File: config.mk
export PLATFORM = sky130hd
export DESIGN_NAME = integer_square_root
export DESIGN_NICKNAME = d
export VERILOG_FILES = /design/src/sv/isr_pkg.sv /design/src/sv/isr_datapath.sv /design/src/sv/integer_square_root.sv
export VERILOG_INCLUDE_DIRS = /design/src /design/src/sv
export SDC_FILE = /design/constraint.sdc
export NUM_CORES = 1
export LEC_CHECK = 0
export BUFFER_PORTS_ARGS = -buffer_cell sky130_fd_sc_hd__clkbuf_2
export CORE_MARGIN = 8
export CORE_UTILIZATION = 45
export DETAILED_ROUTE_END_ITERATION = 8
export SLEW_MARGIN = 20
export SYNTH_ARGS = -nofsm -noshare
export SYNTH_HDL_FRONTEND = slang
export SYNTH_SLANG_ARGS = --single-unit
File: constraint.sdc
create_clock -name clk_i -period 6.3 [get_ports clk_i]
set_clock_uncertainty 0.2 [all_clocks]
set_input_delay 1.26 -clock clk_i [delete_from_list [all_inputs] [get_ports clk_i]]
set_output_delay 1.26 -clock clk_i [all_outputs]
set_load 0.05 [all_outputs]
File: src/sv/integer_square_root_assert.svh
// Assertion macros shared by the integer square root RTL.
`ifndef INTEGER_SQUARE_ROOT_ASSERT_SVH
`define INTEGER_SQUARE_ROOT_ASSERT_SVH

// Same-cycle implication, disabled while reset is asserted.
`define ISR_ASSERT_NOW(lbl, clk, rst_n, ante, cons) \
  lbl: assert property (@(posedge clk) disable iff (!(rst_n)) (ante) |-> (cons)) \
    else $error("isr assertion failed: same-cycle check");

// Next-cycle implication, disabled while reset is asserted.
`define ISR_ASSERT_NEXT(lbl, clk, rst_n, ante, cons) \
  lbl: assert property (@(posedge clk) disable iff (!(rst_n)) (ante) |=> (cons)) \
    else $error("isr assertion failed: next-cycle check");

`endif

File: src/sv/isr_pkg.sv
package isr_pkg;

  // Microprogram step address
  typedef logic [1:0] step_t;

  localparam step_t StepLoad = 2'd0;
  localparam step_t StepIter = 2'd1;
  localparam step_t StepEmit = 2'd2;

  typedef enum logic [1:0] {
    OP_NOP,
    OP_LOAD,
    OP_ITER,
    OP_EMIT
  } op_e;

  // Jump condition; jump taken when the condition holds
  typedef enum logic [1:0] {
    COND_ALWAYS,
    COND_IN_IDLE,
    COND_MORE,
    COND_OUT_FULL
  } cond_e;

  typedef struct packed {
    op_e   op;
    cond_e cond;
    step_t jmp;
    step_t nxt;
  } ucode_t;

  // Datapath control from the sequencer
  typedef struct packed {
    logic load;
    logic iter;
  } dp_ctrl_t;

  // Datapath status back to the sequencer
  typedef struct packed {
    logic more;
  } dp_stat_t;

  // Control store
  function automatic ucode_t ucode_rom(input step_t pc);
    ucode_t w;
    case (pc)
      StepLoad: w = '{op: OP_LOAD, cond: COND_IN_IDLE,  jmp: StepLoad, nxt: StepIter};
      StepIter: w = '{op: OP_ITER, cond: COND_MORE,     jmp: StepIter, nxt: StepEmit};
      StepEmit: w = '{op: OP_EMIT, cond: COND_OUT_FULL, jmp: StepEmit, nxt: StepLoad};
      default:  w = '{op: OP_NOP,  cond: COND_ALWAYS,   jmp: StepLoad, nxt: StepLoad};
    endcase
    return w;
  endfunction

endpackage

File: src/sv/isr_datapath.sv
// One root bit per iteration: shift in two radicand bits, trial subtract.
module isr_datapath #(
  parameter int IN_WIDTH = 32
) (
  input  logic                        clk_i,
  input  logic                        rst_ni,
  input  isr_pkg::dp_ctrl_t           ctrl_i,
  input  logic [IN_WIDTH-1:0]         radicand_i,
  output isr_pkg::dp_stat_t           stat_o,
  output logic [(IN_WIDTH+1)/2-1:0]   root_o
);

  localparam int RW = (IN_WIDTH + 1) / 2;
  localparam int XW = 2 * RW;
  localparam int CW = $clog2(RW + 1);

  logic [XW-1:0] x_q,    x_d;
  logic [RW+1:0] rem_q,  rem_d;
  logic [RW-1:0] root_q, root_d;
  logic [CW-1:0] cnt_q,  cnt_d;

  logic [RW+1:0] rem_sh;
  logic [RW+1:0] trial;
  logic [RW+2:0] diff;

  // Remainder stays below 2^RW before every shift, so the top two bits drop safely
  assign rem_sh = {rem_q[RW-1:0], x_q[XW-1 -: 2]};
  assign trial  = {root_q, 2'b01};
  assign diff   = {1'b0, rem_sh} - {1'b0, trial};

  always_comb begin
    x_d    = x_q;
    rem_d  = rem_q;
    root_d = root_q;
    cnt_d  = cnt_q;
    if (ctrl_i.load) begin
      x_d    = XW'(radicand_i);
      rem_d  = '0;
      root_d = '0;
      cnt_d  = CW'(RW - 1);
    end else if (ctrl_i.iter) begin
      x_d   = x_q << 2;
      cnt_d = cnt_q - CW'(1);
      if (diff[RW+2]) begin
        rem_d  = rem_sh;
        root_d = RW'({root_q, 1'b0});
      end else begin
        rem_d  = diff[RW+1:0];
        root_d = RW'({root_q, 1'b1});
      end
    end
  end

  always_ff @(posedge clk_i or negedge rst_ni) begin
    if (!rst_ni) begin
      cnt_q <= '0;
    end else begin
      cnt_q <= cnt_d;
    end
  end

  always_ff @(posedge clk_i) begin
    x_q    <= x_d;
    rem_q  <= rem_d;
    root_q <= root_d;
  end

  assign stat_o.more = (cnt_q != '0);
  assign root_o      = root_q;

endmodule

File: src/sv/integer_square_root.sv
// Channel | Handshake                  | Payload
// --------+----------------------------+---------------------------
// in      | in_valid_i / in_ready_o    | radicand_i [IN_WIDTH-1:0]
// out     | out_valid_o / out_ready_i  | root_o [15:0]
//
// Steps: a load step, (IN_WIDTH+1)/2 iteration steps and an emit step per request;
//   the bit-per-step remainder loop yields one root bit per iteration step.
// Reset: rst_ni clears the step counter, the iteration count and the output valid.
// Stalls: the result sits in an output register; the emit step waits only when
//   that register still holds an untaken result.
// in_ready_o is high during the load step.
`include "integer_square_root_assert.svh"

module integer_square_root #(
  parameter int IN_WIDTH = 32
) (
  input  logic                clk_i,
  input  logic                rst_ni,
  input  logic                in_valid_i,
  output logic                in_ready_o,
  input  logic [IN_WIDTH-1:0] radicand_i,
  output logic                out_valid_o,
  input  logic                out_ready_i,
  output logic [15:0]         root_o
);

  localparam int RW = (IN_WIDTH + 1) / 2;

  // Sequencer
  isr_pkg::step_t    pc_q, pc_d;
  isr_pkg::ucode_t   uw;
  isr_pkg::dp_ctrl_t dp_ctrl;
  isr_pkg::dp_stat_t dp_stat;
  logic              cond_hit;
  logic              out_full;
  logic              out_take;

  // Output register
  logic              out_valid_q, out_valid_d;
  logic [15:0]       root_q;

  logic [RW-1:0]     dp_root;
  logic [RW+15:0]    root_ext;

  assign uw       = isr_pkg::ucode_rom(pc_q);
  assign out_full = out_valid_q && !out_ready_i;

  always_comb begin
    case (uw.cond)
      isr_pkg::COND_ALWAYS:   cond_hit = 1'b1;
      isr_pkg::COND_IN_IDLE:  cond_hit = !in_valid_i;
      isr_pkg::COND_MORE:     cond_hit = dp_stat.more;
      isr_pkg::COND_OUT_FULL: cond_hit = out_full;
      default:                cond_hit = 1'b1;
    endcase
    pc_d = cond_hit ? uw.jmp : uw.nxt;
  end

  assign in_ready_o   = (uw.op == isr_pkg::OP_LOAD);
  assign dp_ctrl.load = in_ready_o && in_valid_i;
  assign dp_ctrl.iter = (uw.op == isr_pkg::OP_ITER);
  assign out_take     = (uw.op == isr_pkg::OP_EMIT) && !out_full;
  assign out_valid_d  = out_take || out_full;

  // Root truncated or zero-extended to the 16-bit field
  assign root_ext = {16'b0, dp_root};

  always_ff @(posedge clk_i or negedge rst_ni) begin
    if (!rst_ni) begin
      pc_q        <= isr_pkg::StepLoad;
      out_valid_q <= 1'b0;
    end else begin
      pc_q        <= pc_d;
      out_valid_q <= out_valid_d;
    end
  end

  always_ff @(posedge clk_i) begin
    if (out_take) begin
      root_q <= root_ext[15:0];
    end
  end

  isr_datapath #(
    .IN_WIDTH (IN_WIDTH)
  ) u_dp (
    .clk_i      (clk_i),
    .rst_ni     (rst_ni),
    .ctrl_i     (dp_ctrl),
    .radicand_i (radicand_i),
    .stat_o     (dp_stat),
    .root_o     (dp_root)
  );

  assign out_valid_o = out_valid_q;
  assign root_o      = root_q;

  // Accepted request always starts the iteration
  `ISR_ASSERT_NEXT(a_load_to_iter, clk_i, rst_ni, dp_ctrl.load, pc_q == isr_pkg::StepIter)
  // Last iteration hands over to the emit step
  `ISR_ASSERT_NEXT(a_iter_to_emit, clk_i, rst_ni, dp_ctrl.iter && !dp_stat.more,
                   pc_q == isr_pkg::StepEmit)
  // A result written into the output register is offered next cycle
  `ISR_ASSERT_NEXT(a_take_valid, clk_i, rst_ni, out_take, out_valid_o)
  // No request is taken while the iteration runs
  `ISR_ASSERT_NOW(a_no_ready_busy, clk_i, rst_ni, pc_q != isr_pkg::StepLoad, !in_ready_o)

endmodule

======== Word-level counts from Yosys, hierarchy flattened ========
Index checks and enable logic that the tools add are counted.
storage, ports and cells
  register bits after elaboration ......... 88
  latch bits .............................. 0
  bits in writable memories ............... 0
  memory bits (read-only) ................. 0
  bits of input ports ..................... 36
  logic and storage cells ................. 37
  memories kept ........................... 0
operators by class
  add/sub/neg operators ................... 2
  multiply operators ...................... 0
  div/mod/pow operators ................... 0
  magnitude comparators ................... 0
  equality and inequality tests ........... 8
  shift-type cells ........................ 0
  muxes and demuxes ....................... 9
  bitwise operators ....................... 0
  reduce and logical (&&, ||, !) cells .... 11
operators with widths
  kind                                                                number
  32-bit two-way mux                                                  2
  8-bit one-hot mux with 3 select lines                               1
  18-bit by 18-bit subtractor with 19-bit output                      1
  16-bit two-way mux                                                  1
  2-bit == test, second input constant                                5
  5-bit two-way mux                                                   2
  2-bit by 1-bit == test with 1-bit output, second input constant     3
  5-bit nonzero test                                                  1
  5-bit by 1-bit subtractor with 5-bit output, second input constant  1
  2-bit logical NOT                                                   2
  1-bit one-hot mux with 4 select lines                               1
  1-bit logical AND                                                   3
  1-bit logical NOT                                                   3
  2-bit two-way mux                                                   1
  2-bit nonzero test                                                  1
  1-bit logical OR                                                    1
  1-bit two-way mux                                                   1

======== Depth between registers and ports, before layout ========
  depth in word-level cells ............... 5
  gate-level depth with buffers ........... 10
  gate-level depth less buffers ........... 9

======== Cells and area by module ========
Synthesis repeated with hierarchy kept, for this count alone.
second synthesis, totals
  cell total of the unflattened synthesis .. 376
  area total of the unflattened synthesis .. 4294.1 um2
modules (own cells, without submodules)
  module               times used  cells an instance  area an instance (um2)  sequential area each (um2)
  isr_datapath         1           346                3671.0                  1726.7
  integer_square_root  1           30                 623.1                   555.5

======== Worst setup path after synthesis ========
No wires, ideal clock.
  kind .................................... input-to-reg
  start ................................... in in_valid_i
  end ..................................... reg u_dp.x_q[0], enable pin
  setup time .............................. 0.409 ns
  arrival ................................. 2.817 ns
  data required time ...................... 5.691 ns
  setup slack ............................. 2.874 ns
  stages on the path ...................... 4
  path buffers ............................ 1
  cells stage by stage .................... nor2_1 > or2_2 > inv_1 > buf_1
on the way
  cells in the longest elaborated chain, start to end .. 2
RTL lines
  what                          RTL line                   RTL
  start, declared               integer_square_root.sv:19  input logic in_valid_i,
  1-bit logical AND             integer_square_root.sv:60  assign dp_ctrl.load = in_ready_o && in_valid_i;
  2-bit nonzero test (no line)  n/a
  end signal, assigned          isr_datapath.sv:63         x_q <= x_d;
  end, declared                 isr_datapath.sv:17         logic [XW-1:0] x_q, x_d;
Every way passes these cells.
A chain may end at the register's enable or synchronous reset.

======== Final worst setup path ========
  start ................................... reg u_dp.root_q[0], in the netlist u_dp.root_o[0]
  end ..................................... reg u_dp.rem_q[2]
on the way
  cells in the longest elaborated chain, start to end .. 2
RTL lines
  what                                            RTL line            RTL
  start, declared                                 isr_datapath.sv:19  logic [RW-1:0] root_q, root_d;
  start signal, assigned                          isr_datapath.sv:65  root_q <= root_d;
  18-bit by 18-bit subtractor with 19-bit output  isr_datapath.sv:29  assign diff = {1'b0, rem_sh} - {1'b0, trial};
  16-bit two-way mux                              isr_datapath.sv:44  if (diff[RW+2]) begin
  end signal, assigned                            isr_datapath.sv:64  rem_q <= rem_d;
  end, declared                                   isr_datapath.sv:18  logic [RW+1:0] rem_q, rem_d;
Every way passes these cells.

==> out/metrics.cfg <==
[run_status]
status=complete, no violations

[worst_hold_path]
holdCritStartpoint=u_dp.root_o[11]
min_to=root_o[11]
hold_path_class=reg -> reg
hold_path_depth=0

[logic_synthesis]
syn_area_sq_mm=0.00421
ys_warn_count=0
ys_seq_area_frac=0.542
synth_edf_count=48
synth-seq-cells=88
syn_avg_cell_area_sq_um=9.81
synth-main-ff-cell=edfxtp_1
postSynth.asyncResetShare=0.0909
ys_types=55
synth_nets=484
syn_inst=429

[power]
swShare=0.414
power_frac_seq=0.339
p_leak_nw=2.08
p_clk_frac=0.127
power.density_mw_per_mm2=640
internal-power_mw=1.78
p_sw_mw=1.26
combPwrFrac=0.533
irDropWorstVdd_uv=299
total_power_mw=3.04

[clock_network]
cts_tree=built
cts_root_buf=clkbuf_8
cts_made_buffers=9
clk_latency_ps=350
post_cts_buffers=0
cts.clk_slew.worst_paths_ps=90
cts_num_sinks=88
post_cts_resized=0
cts_hold_buf=0
h-tree-depth=3
clk_path_buf_depth=2

[worst_setup_path]
critPathKind=reg -> reg
r2r_cells=9
cp-start-kind=register
r2r_start=u_dp.root_o[0]
end_kind=register
regToRegSetupSlack_ps=3370
worstPathMaxFanout=22
arrival_ps=2960
r2r-end=u_dp.rem_q[2]
critPathRequiredTime_ps=6330

[grt]
grt_pass1_wl_mm=14.1
grtUsageTotal=0.136
grt_max_degree=52
antenna_found_initial=0
grt_overflow=0
first_global_vias=3101

[sta]
rsz0062_at_grt=false
maxSlewViolCount=0
setup_ws_ps=3370
setup_viol=0
fmaxAchievable_mhz=341
worst_slew_pin_slew_ps=967
fin_crit_ps=2930
fin_crit_sh=0.466
finalHoldViolCount=0
slew_headroom=0.356
tns_ps=0

[routing]
detail_route.wl_per_cell_um=14.1
vias=3112
first_pass_iters=4
ant_nets=0
via_per_inst=5.23
wl_mm=8.36
drc=0
drt_iter0_markers=125

[final_layout]
area_growth_pct=13.0
n_fill_cell=823
nets=534
drive_gt1_frac=0.174
insertedDiodeCount=0

[die]
die_h_um=113
fp-row-count=35
start_util=0.460
die_area_sq_mm=0.0127
fp.coreArea_sq_mm=0.00915
die_x_um=113
io_pins=54

[placement]
dp_hpwl_mm=5.79
io_buffers=53
pre_cts_ws_ps=3050
place_congestion=0.819

[run]
max_cap_viol_count=0

critical path: stages (launching register included):
cell and delay, ps:
dfxtp_1 350, inv_1 70, ha_1 350, nor2b_1 180, o2111ai_2 240, a21oi_2 110
or3_4 380, a21oi_4 580, mux2i_1 270, a21oi_1 80
cells in the final DEF, fill, tap and decap left out, types with 3 or more instances in the layout:
cell type,instances
o21ai_1,4
nand3_1,3
edfxtp_1,48
o21a_1,3
or2_2,3
o21ai_0,22
nand2_1,114
dfxtp_1,32
dfrtp_1,8
ha_1,19
o22ai_1,16
a21o_1,3
clkbuf_2,53
buf_4,5
xor2_1,3
clkbuf_8,9
nor2_1,15
xnor2_1,6
nand2b_1,4
inv_1,24
a21oi_1,26
nor3_1,3
nor2b_1,7
mux2i_1,9
nor4b_1,3
cell families (layout without fill, tap and decap cells):
group	Yosys count	after routing	share of synthesized area
buffers and inverters	43	98	0.0428
AND/OR/NAND/NOR	162	162	0.168
AO/OA/AOI/OAI	99	99	0.150
adder cells (fa/ha/maj)	19	19	0.0565
multiplexers	9	9	0.0214
flip-flops	88	88	0.542
XOR/XNOR	9	9	0.0187
power by group through the flow:
stage,Sequential [mW],Combinational (mW),Clock (mW)
after CTS,1.03,1.63,0.400
final,1.03,1.62,0.388
after detailed placement,1.04,1.63,0
after floorplan,1.01,1.37,0
after global routing,1.06,1.84,0.422
after global placement,1.04,1.60,0
Yosys cell counts, drive strengths merged, types with 2 or more instances:
master,number,share of area
clkbuf,15,0.013
o21ai,26,0.031
o21a,3,0.0054
mux2i,9,0.021
dfxtp,32,0.15
a21oi,29,0.039
nand4,2,0.0030
xnor2,6,0.012
nand2b,4,0.0059
or2,3,0.0045
o211ai,2,0.0036
nand3,3,0.0036
xor2,3,0.0062
a31oi,2,0.0030
nor4b,3,0.0062
a31o,2,0.0042
a21o,3,0.0054
ha,19,0.056
nor2b,7,0.010
and3,2,0.0030
nor2,15,0.013
inv,24,0.021
edfxtp,48,0.34
o22ai,16,0.024
dfrtp,8,0.048
nor3,3,0.0036
nand2,114,0.10
buf,4,0.0080
a211oi,3,0.0065
o2111ai,2,0.0056
final cells by class:
cell class / count / area (sq um) / share of cell area
Sequential cell: 88 / 2280 / 0.480
Multi-Input combinational cell: 298 / 1750 / 0.367
Tap cell: 111 / 139 / 0.0292
Inverter: 24 / 90.1 / 0.0189
Timing Repair Buffer: 58 / 303 / 0.0637
Clock buffer: 9 / 124 / 0.0261
Clock inverter: 7 / 71.3 / 0.0150
routing by layer:
| layer | global-route usage | part of all wire |
|---|---|---|
| met3 | 0.0341 | 0.049 |
| met1 | 0.169 | 0.48 |
| met5 | 0 | 0 |
| met4 | 0.0621 | 0.017 |
| met2 | 0.217 | 0.46 |
sequential cells by signal, indices dropped and copies added (netlist names):
name         count
u_dp.root_o     16
root_o          16
u_dp.cnt_q       5
u_dp.x_q        32
out_valid_o      1
pc_q             2
u_dp.rem_q      16
through the flow:
stage / cells / area [sq um] / hold slack (ps) / util
detailed placement: 579 / 4560 / 213 / 0.498
global route: 595 / 4750 / 242 / 0.519
floorplan: 429 / 4210 / 208 / -
finish: 595 / 4750 / 229 / 0.519
CTS: 595 / 4750 / 228 / 0.519
global placement: 579 / 4560 / 212 / 0.498
worst max-delay path by stage:
stage,endpoint,start,cells past startpoint,slack [ps]
global placement,u_dp.x_q[18],in_valid_i,5,3090
global route,u_dp.rem_q[7],u_dp.root_o[0],9,3170
floorplan,u_dp.x_q[0],in_valid_i,4,2870
CTS,u_dp.rem_q[7],u_dp.root_o[0],9,3330
finish,u_dp.rem_q[2],u_dp.root_o[0],9,3370
detailed placement,u_dp.x_q[18],in_valid_i,5,3050
Power figures use the tool's default switching activity.
